[config.mk]
export PLATFORM = sky130hd
export DESIGN_NAME = escape_sequence_key_decoder
export DESIGN_NICKNAME = d
export VERILOG_FILES = /design/src/design/esckd_pkg.sv /design/src/design/escape_sequence_key_decoder.sv /design/src/design/esckd_parser.sv /design/src/design/esckd_rsp_reg.sv
export VERILOG_INCLUDE_DIRS = /design/src /design/src/design
export SDC_FILE = /design/constraint.sdc
export NUM_CORES = 1
export LEC_CHECK = 0
export BUFFER_PORTS_ARGS = -buffer_cell sky130_fd_sc_hd__buf_2
export CORE_MARGIN = 2
export CORE_UTILIZATION = 56
export CTS_BUF_LIST = sky130_fd_sc_hd__clkbuf_4 sky130_fd_sc_hd__clkbuf_8
export CTS_CLUSTER_SIZE = 24
export DETAILED_ROUTE_END_ITERATION = 6
export PLACE_DENSITY = 0.87
export SYNTH_ARGS = -nofsm -noshare
export SYNTH_HDL_FRONTEND = slang
export SYNTH_SLANG_ARGS = --single-unit
[constraint.sdc]
create_clock -name clock -period 2.8 [get_ports clock]
set_input_delay 0.56 -clock clock [delete_from_list [all_inputs] [get_ports clock]]
set_output_delay 0.56 -clock clock [all_outputs]
set_load 0.05 [all_outputs]
[src/design/escape_sequence_key_decoder_macros.svh]
// assertion macros for the escape sequence key decoder
`ifndef ESCAPE_SEQUENCE_KEY_DECODER_MACROS_SVH
`define ESCAPE_SEQUENCE_KEY_DECODER_MACROS_SVH

// same-cycle implication, checked outside reset
`define ESCKD_ASSERT_NOW(label, clk, rst, ante, cons) \
   label: assert property (@(posedge clk) disable iff (rst) (ante) |-> (cons)) \
      else $error("escape key decoder: same-cycle check failed");

// next-cycle implication, checked outside reset
`define ESCKD_ASSERT_NEXT(label, clk, rst, ante, cons) \
   label: assert property (@(posedge clk) disable iff (rst) (ante) |=> (cons)) \
      else $error("escape key decoder: next-cycle check failed");

`endif

[src/design/esckd_pkg.sv]
// shared types and character constants for the escape sequence key decoder
package esckd_pkg;

   // request kinds
   localparam logic REQ_BYTE    = 1'b0;
   localparam logic REQ_TIMEOUT = 1'b1;

   // characters of the sequences
   localparam logic [7:0] CH_ESC      = 8'h1B;
   localparam logic [7:0] CH_SS3      = 8'h4F;
   localparam logic [7:0] CH_CSI      = 8'h5B;
   localparam logic [7:0] CH_ARROW_LO = 8'h41;
   localparam logic [7:0] CH_ARROW_HI = 8'h44;
   localparam logic [7:0] CH_NUMLOCK  = 8'h50;
   localparam logic [7:0] CH_BACKTAB  = 8'h5A;
   localparam logic [7:0] CH_TILDE    = 8'h7E;
   localparam logic [7:0] CH_DIGIT_LO = 8'h31;
   localparam logic [7:0] CH_DIGIT_HI = 8'h36;
   localparam logic [7:0] CH_DIGIT_NO = 8'h33;

   // key codes
   localparam logic [7:0]  KEY_PREFIX   = 8'hFF;
   localparam logic [15:0] KEY_ESC      = 16'h001B;
   localparam logic [15:0] KEY_NUM_LOCK = 16'hFF50;

   // one decode outcome: a key to send or nothing
   typedef struct packed {
      logic        emit;
      logic [15:0] key_code;
   } result_type;

endpackage

[src/design/escape_sequence_key_decoder.sv]
// top level: input register, sequence decoder and result register
//
//   channel | direction | handshake             | payload
//   req     | in        | req_valid / req_stall | req_type, req_rx_byte
//   rsp     | out       | rsp_valid / rsp_stall | rsp_key_code
//
// one transfer a cycle while req_stall is low; a key's last byte passes through the input register,
// then is decoded into the result register
// a byte or timeout that completes no key is consumed with no response
// synchronous reset returns the decoder to idle and empties both registers
// rsp_stall holds the result register, and req_stall rises while the input register is full
// and the result register is held by rsp_stall
`include "escape_sequence_key_decoder_macros.svh"

module escape_sequence_key_decoder (
   input  logic        clock,
   input  logic        reset,
   input  logic        req_valid,
   output logic        req_stall,
   input  logic        req_type,
   input  logic [7:0]  req_rx_byte,
   output logic        rsp_valid,
   input  logic        rsp_stall,
   output logic [15:0] rsp_key_code
);

   logic                  s1_valid_ff;
   logic                  s1_type_ff;
   logic [7:0]            s1_byte_ff;
   logic                  advance;
   esckd_pkg::result_type decoded;
   esckd_pkg::result_type load;

   // held item moves on when the result register is free
   assign advance   = s1_valid_ff && (!rsp_valid || !rsp_stall);
   assign req_stall = s1_valid_ff && !advance;

   // input register
   always_ff @(posedge clock) begin
      if (reset) begin
         s1_valid_ff <= 1'b0;
      end else if (!req_stall) begin
         s1_valid_ff <= req_valid;
      end
   end

   always_ff @(posedge clock) begin
      if (req_valid && !req_stall) begin
         s1_type_ff <= req_type;
         s1_byte_ff <= req_rx_byte;
      end
   end

   esckd_parser u_parser (
      .clock    (clock),
      .reset    (reset),
      .step     (advance),
      .req_type (s1_type_ff),
      .rx_byte  (s1_byte_ff),
      .result   (decoded)
   );

   // only a processed item may load a key
   assign load.emit     = advance && decoded.emit;
   assign load.key_code = decoded.key_code;

   esckd_rsp_reg u_rsp_reg (
      .clock        (clock),
      .reset        (reset),
      .load         (load),
      .rsp_stall    (rsp_stall),
      .rsp_valid    (rsp_valid),
      .rsp_key_code (rsp_key_code)
   );

   // checks
   `ESCKD_ASSERT_NEXT(a_key_loaded, clock, reset, load.emit, rsp_valid)
   `ESCKD_ASSERT_NOW(a_stall_needs_item, clock, reset, req_stall, s1_valid_ff)
   `ESCKD_ASSERT_NOW(a_no_stall_when_free, clock, reset, !rsp_valid, !req_stall)
   `ESCKD_ASSERT_NEXT(a_input_drains, clock, reset, advance && !(req_valid && !req_stall),
                      !s1_valid_ff)

endmodule

[src/design/esckd_parser.sv]
// sequence state machine and key decode for one received transfer
module esckd_parser (
   input  logic                      clock,
   input  logic                      reset,
   input  logic                      step,
   input  logic                      req_type,
   input  logic [7:0]                rx_byte,
   output esckd_pkg::result_type     result
);

   typedef enum logic [2:0] {
      PH_IDLE,
      PH_ESC,
      PH_SS3,
      PH_CSI,
      PH_DIGIT
   } phase_type;

   phase_type   phase_ff, phase_in;
   logic [7:0]  held_ff, held_in;
   logic        is_final, is_digit;

   // byte classes
   assign is_final = ((rx_byte >= esckd_pkg::CH_ARROW_LO) && (rx_byte <= esckd_pkg::CH_ARROW_HI))
                     || (rx_byte == esckd_pkg::CH_NUMLOCK) || (rx_byte == esckd_pkg::CH_BACKTAB);
   assign is_digit = (held_ff >= esckd_pkg::CH_DIGIT_LO) && (held_ff <= esckd_pkg::CH_DIGIT_HI)
                     && (held_ff != esckd_pkg::CH_DIGIT_NO);

   // next phase and result
   always_comb begin
      phase_in        = PH_IDLE;
      held_in         = held_ff;
      result.emit     = 1'b0;
      result.key_code = esckd_pkg::KEY_ESC;
      unique case (phase_ff)
         PH_IDLE: begin
            if (req_type == esckd_pkg::REQ_BYTE) begin
               if (rx_byte == esckd_pkg::CH_ESC) begin
                  phase_in = PH_ESC;
               end else begin
                  result.emit     = 1'b1;
                  result.key_code = {8'h00, rx_byte};
               end
            end
         end
         PH_ESC: begin
            if (req_type == esckd_pkg::REQ_TIMEOUT) begin
               result.emit = 1'b1;
            end else if (rx_byte == esckd_pkg::CH_SS3) begin
               phase_in = PH_SS3;
            end else if (rx_byte == esckd_pkg::CH_CSI) begin
               phase_in = PH_CSI;
            end else begin
               result.emit = 1'b1;
            end
         end
         PH_SS3: begin
            result.emit = 1'b1;
            if ((req_type == esckd_pkg::REQ_BYTE) && (rx_byte == esckd_pkg::CH_NUMLOCK)) begin
               result.key_code = esckd_pkg::KEY_NUM_LOCK;
            end
         end
         PH_CSI: begin
            if (req_type == esckd_pkg::REQ_TIMEOUT) begin
               result.emit = 1'b1;
            end else if (is_final) begin
               result.emit     = 1'b1;
               result.key_code = {esckd_pkg::KEY_PREFIX, rx_byte};
            end else begin
               held_in  = rx_byte;
               phase_in = PH_DIGIT;
            end
         end
         PH_DIGIT: begin
            result.emit = 1'b1;
            if ((req_type == esckd_pkg::REQ_BYTE) && (rx_byte == esckd_pkg::CH_TILDE)
                && is_digit) begin
               result.key_code = {esckd_pkg::KEY_PREFIX, held_ff};
            end
         end
         default: begin
            phase_in = PH_IDLE;
         end
      endcase
   end

   // state update on each processed transfer
   always_ff @(posedge clock) begin
      if (reset) begin
         phase_ff <= PH_IDLE;
         held_ff  <= 8'h00;
      end else if (step) begin
         phase_ff <= phase_in;
         held_ff  <= held_in;
      end
   end

endmodule

[src/design/esckd_rsp_reg.sv]
// result register on the response channel
module esckd_rsp_reg (
   input  logic                      clock,
   input  logic                      reset,
   input  esckd_pkg::result_type     load,
   input  logic                      rsp_stall,
   output logic                      rsp_valid,
   output logic [15:0]               rsp_key_code
);

   logic        valid_ff;
   logic [15:0] key_ff;

   // load a new key or drop the one taken
   always_ff @(posedge clock) begin
      if (reset) begin
         valid_ff <= 1'b0;
      end else if (load.emit) begin
         valid_ff <= 1'b1;
      end else if (!rsp_stall) begin
         valid_ff <= 1'b0;
      end
   end

   // payload holds while stalled
   always_ff @(posedge clock) begin
      if (load.emit) begin
         key_ff <= load.key_code;
      end
   end

   assign rsp_valid    = valid_ff;
   assign rsp_key_code = key_ff;

endmodule
==> results.tsv <==
stage	metric	value	unit
synth	number of synthesized flops with an enable pin	18	
critical_path	reg2reg start	u_parser.phase_ff[1]	
power_and_ir_drop	Switch Pwr	214	uW
grt	initial antenna violation count	0	
power_and_ir_drop	Logic pwr share	9.4	%
floorplanning	initial core utilization	57.4	%
floorplanning	Row Count	19	
synth	Synth Cell Area	1540	um2
synth	Syn Inst Count	155	
timing	Setup TNS Final	0	ps
critical_path	worst-case reg-to-reg path depth	7	
layout	area grow syn2layout	9.58	%
synth	yosys warns	0	
synth	Seq cells post-synth	31	
clocking	clk buf depth	2	
critical_path	CP arrival	2230	ps
synth	Cell variety after synth	39	
critical_path	Worst R2R Setup Slack	610	ps
synth	syn_nets	168	
flow_run	Max-Cap Viols	0	
detailed_routing	DR iter-0 viols	62	
worst_hold_path	HP Start	req_rx_byte[2]	
timing	Final Critical Period	2190	ps
detailed_routing	DRT Wirelength	2990	um
power_and_ir_drop	Pint	638	uW
placed_design	Placer Congestion	0.912	
grt	vias in the first global route	1122	
layout	Layout Cell Area excl Fill	1690	um2
floorplanning	die height	56.5	um
clocking	H-tree depth	2	
placed_design	placed instance area	1630	um2
worst_hold_path	Worst Hold Depth	1	
power_and_ir_drop	Reg power frac	60.2	%
timing	Tcrit/Tclk final	78.1	%
clocking	CTS tree	done	
timing	final setup vio count	0	
clocking	CTS buffer count	5	
clocking	clock sink count	31	
grt	largest net degree at the start of global routing	19	
timing	max-slew violations	0	
timing	RSZ-0062 raised after global routing	no	
power_and_ir_drop	maximum VDD drop	448	uV
layout	share of cells above drive strength 1	23.3	%
grt	total track usage	21.2	%
worst_hold_path	Hold Path End	s1_byte_ff[2]	
floorplanning	die area	3190	um2
detailed_routing	drt drc	0	
detailed_routing	Via density	5.73	
synth	Seq/Total Area, Yosys	51.9	%
timing	Final Hold Viols	0	
worst_hold_path	worst min path class	input pin to flop	
floorplanning	area of the core	2690	um2
critical_path	crit end category	flop	
timing	Max Fclk	458	MHz
power_and_ir_drop	Pwr per Cell Area	504	nW/um2
critical_path	reg2reg end	u_rsp_reg.rsp_key_code[0]	
synth	Post-synth top flop	edfxtp_1	
clocking	Reg clk slew, reported paths	90	ps
status	status	complete, no violations	
grt	gr ovfl total	0	
floorplanning	Boundary Pins	31	
detailed_routing	vias	1210	
timing	Worst slew margin	48.8	%
critical_path	CP max FO	10	
layout	commonest non-fill, non-tap cell in the layout	buf_2	
detailed_routing	DR pass1 iterations	4	
power_and_ir_drop	Switching Fraction	25.1	%
clocking	Root Buffer	clkbuf_4	
critical_path	CP startpoint kind	flop	
synth	asr flop ratio synth	0	%
grt	first-pass GRT wire length	5080	um
timing	Final Skew	10.4	ps
critical_path	Crit Path Class	flop to flop	
power_and_ir_drop	Pleak	0.000701	uW
layout	fin nets	192	
floorplanning	Die W	56.5	um
placed_design	hpwl dp	2210	um
detailed_routing	antenna viol nets, final	0	
detailed_routing	WL/cell	14.2	um
clocking	Post-CTS Setup Repair Bufs	0	
clocking	post-CTS resize count	0	
critical_path	CP Data Required Time	2840	ps
clocking	CTS Hold Buffers Added	0	
power_and_ir_drop	clock share of power	30.3	%
layout	fill count	221	
clocking	clk_lat worst skew	330	ps
placed_design	IO Port Bufs	30	
layout	most frequent cells in the layout	buf_2, nor2_1, edfxtp_1	
synth	Avg Cell Area, Syn	9.95	um2
layout	ant diodes	0	
timing	slew of the pin with the lowest slew margin	766	ps
-- power by group through the flow --
stage          clock network [uW]  registers, uW  logic (uW)
2_1_floorplan                   0            532        52.5
3_3_place_gp                    0            523        79.3
3_5_place_dp                    0            523        80.4
4_1_cts                       268            513        80.5
5_1_grt                       290            516        88.2
6_report                      258            513        80.4
-- worst max-delay path by stage --
stage / slack (ps) / start / cells after the start / end
floorplan: 710 / s1_byte_ff[2] / 7 / u_rsp_reg.rsp_key_code[0]
global placement: 690 / u_parser.phase_ff[1] / 7 / u_rsp_reg.rsp_key_code[7]
detailed placement: 650 / u_parser.phase_ff[1] / 7 / u_rsp_reg.rsp_key_code[7]
CTS: 620 / u_parser.phase_ff[1] / 7 / u_rsp_reg.rsp_key_code[0]
global route: 470 / u_parser.phase_ff[1] / 7 / u_rsp_reg.rsp_key_code[0]
finish: 610 / u_parser.phase_ff[1] / 7 / u_rsp_reg.rsp_key_code[0]
-- final cells by class --
class / count / area, um2 / area share [%]
clock buffer: 7 / 52.6 / 3.11
clock inverter: 1 / 5.00 / 0.296
inverter: 4 / 15.0 / 0.889
multi-input combinational: 106 / 619 / 36.7
sequential: 31 / 801 / 47.4
tap: 31 / 38.8 / 2.30
timing repair buffer: 31 / 158 / 9.33
-- cells by family (layout without fill, tap and decap cells) --
group / after synthesis / in the layout / synth area share [%]
flops: 31 / 31 / 51.9
buf+inv: 18 / 43 / 7.87
compound gates: 28 / 28 / 12.6
simple gates: 69 / 69 / 21.8
mux: 9 / 9 / 5.84
-- layer usage --
layer	share of wire (%)	routed length, um	GRT usage (%)	up-vias
met5	0	0	0	-
met4	3.2	95	10.2	0
met2	47	1410	34.9	52
li1	-	-	-	609
met3	6.8	202	6.91	11
met1	43	1280	24.9	538
-- through the flow --
step / instances / total power (uW) / util [%] / hold WS, ps / setup WS, ps
global route: 211 / 894 / 62.9 / 382 / 472
global placement: 203 / 602 / 60.7 / 482 / 695
CTS: 211 / 862 / 62.9 / 392 / 623
floorplan: 155 / 584 / - / 455 / 710
finish: 211 / 852 / 62.9 / 407 / 614
detailed placement: 203 / 604 / 60.7 / 494 / 648
-- synth_stat cells, types with 2 or more instances --
cell type  count  share of area [%]
a21oi_1        6                1.9
a31oi_1        2               0.81
and3_1         4                1.6
buf_4          8                3.9
buf_6          3                2.2
clkbuf_1       2               0.49
dfxtp_1       13                 17
edfxtp_1      18                 35
inv_1          4               0.97
mux2i_1        9                5.8
nand2_1       17                4.1
nand4_1        4                1.6
nor2_1        22                5.4
nor2b_1        3                1.2
nor3_1         7                2.3
nor3b_1        3                1.5
nor4b_1        2                1.1
o21ai_0        6                1.9
o311ai_0       2                1.1
-- state kept, by name (all words and copies together), names as in the netlist --
name and count:
s1_byte_ff 8, s1_type_ff 1, s1_valid_ff 1, u_parser.held_ff 8, u_parser.phase_ff 3, u_rsp_reg.rsp_key_code 9
u_rsp_reg.rsp_valid 1
-- critical path: stages (launching register included) --
cell       delay, ps
dfxtp_1          510
nand2b_1         190
nor3_1            90
nor3b_1          160
a2111oi_0        580
a31oi_1           80
nor2_1           110
buf_4            180
Power figures use the tool's default switching activity.
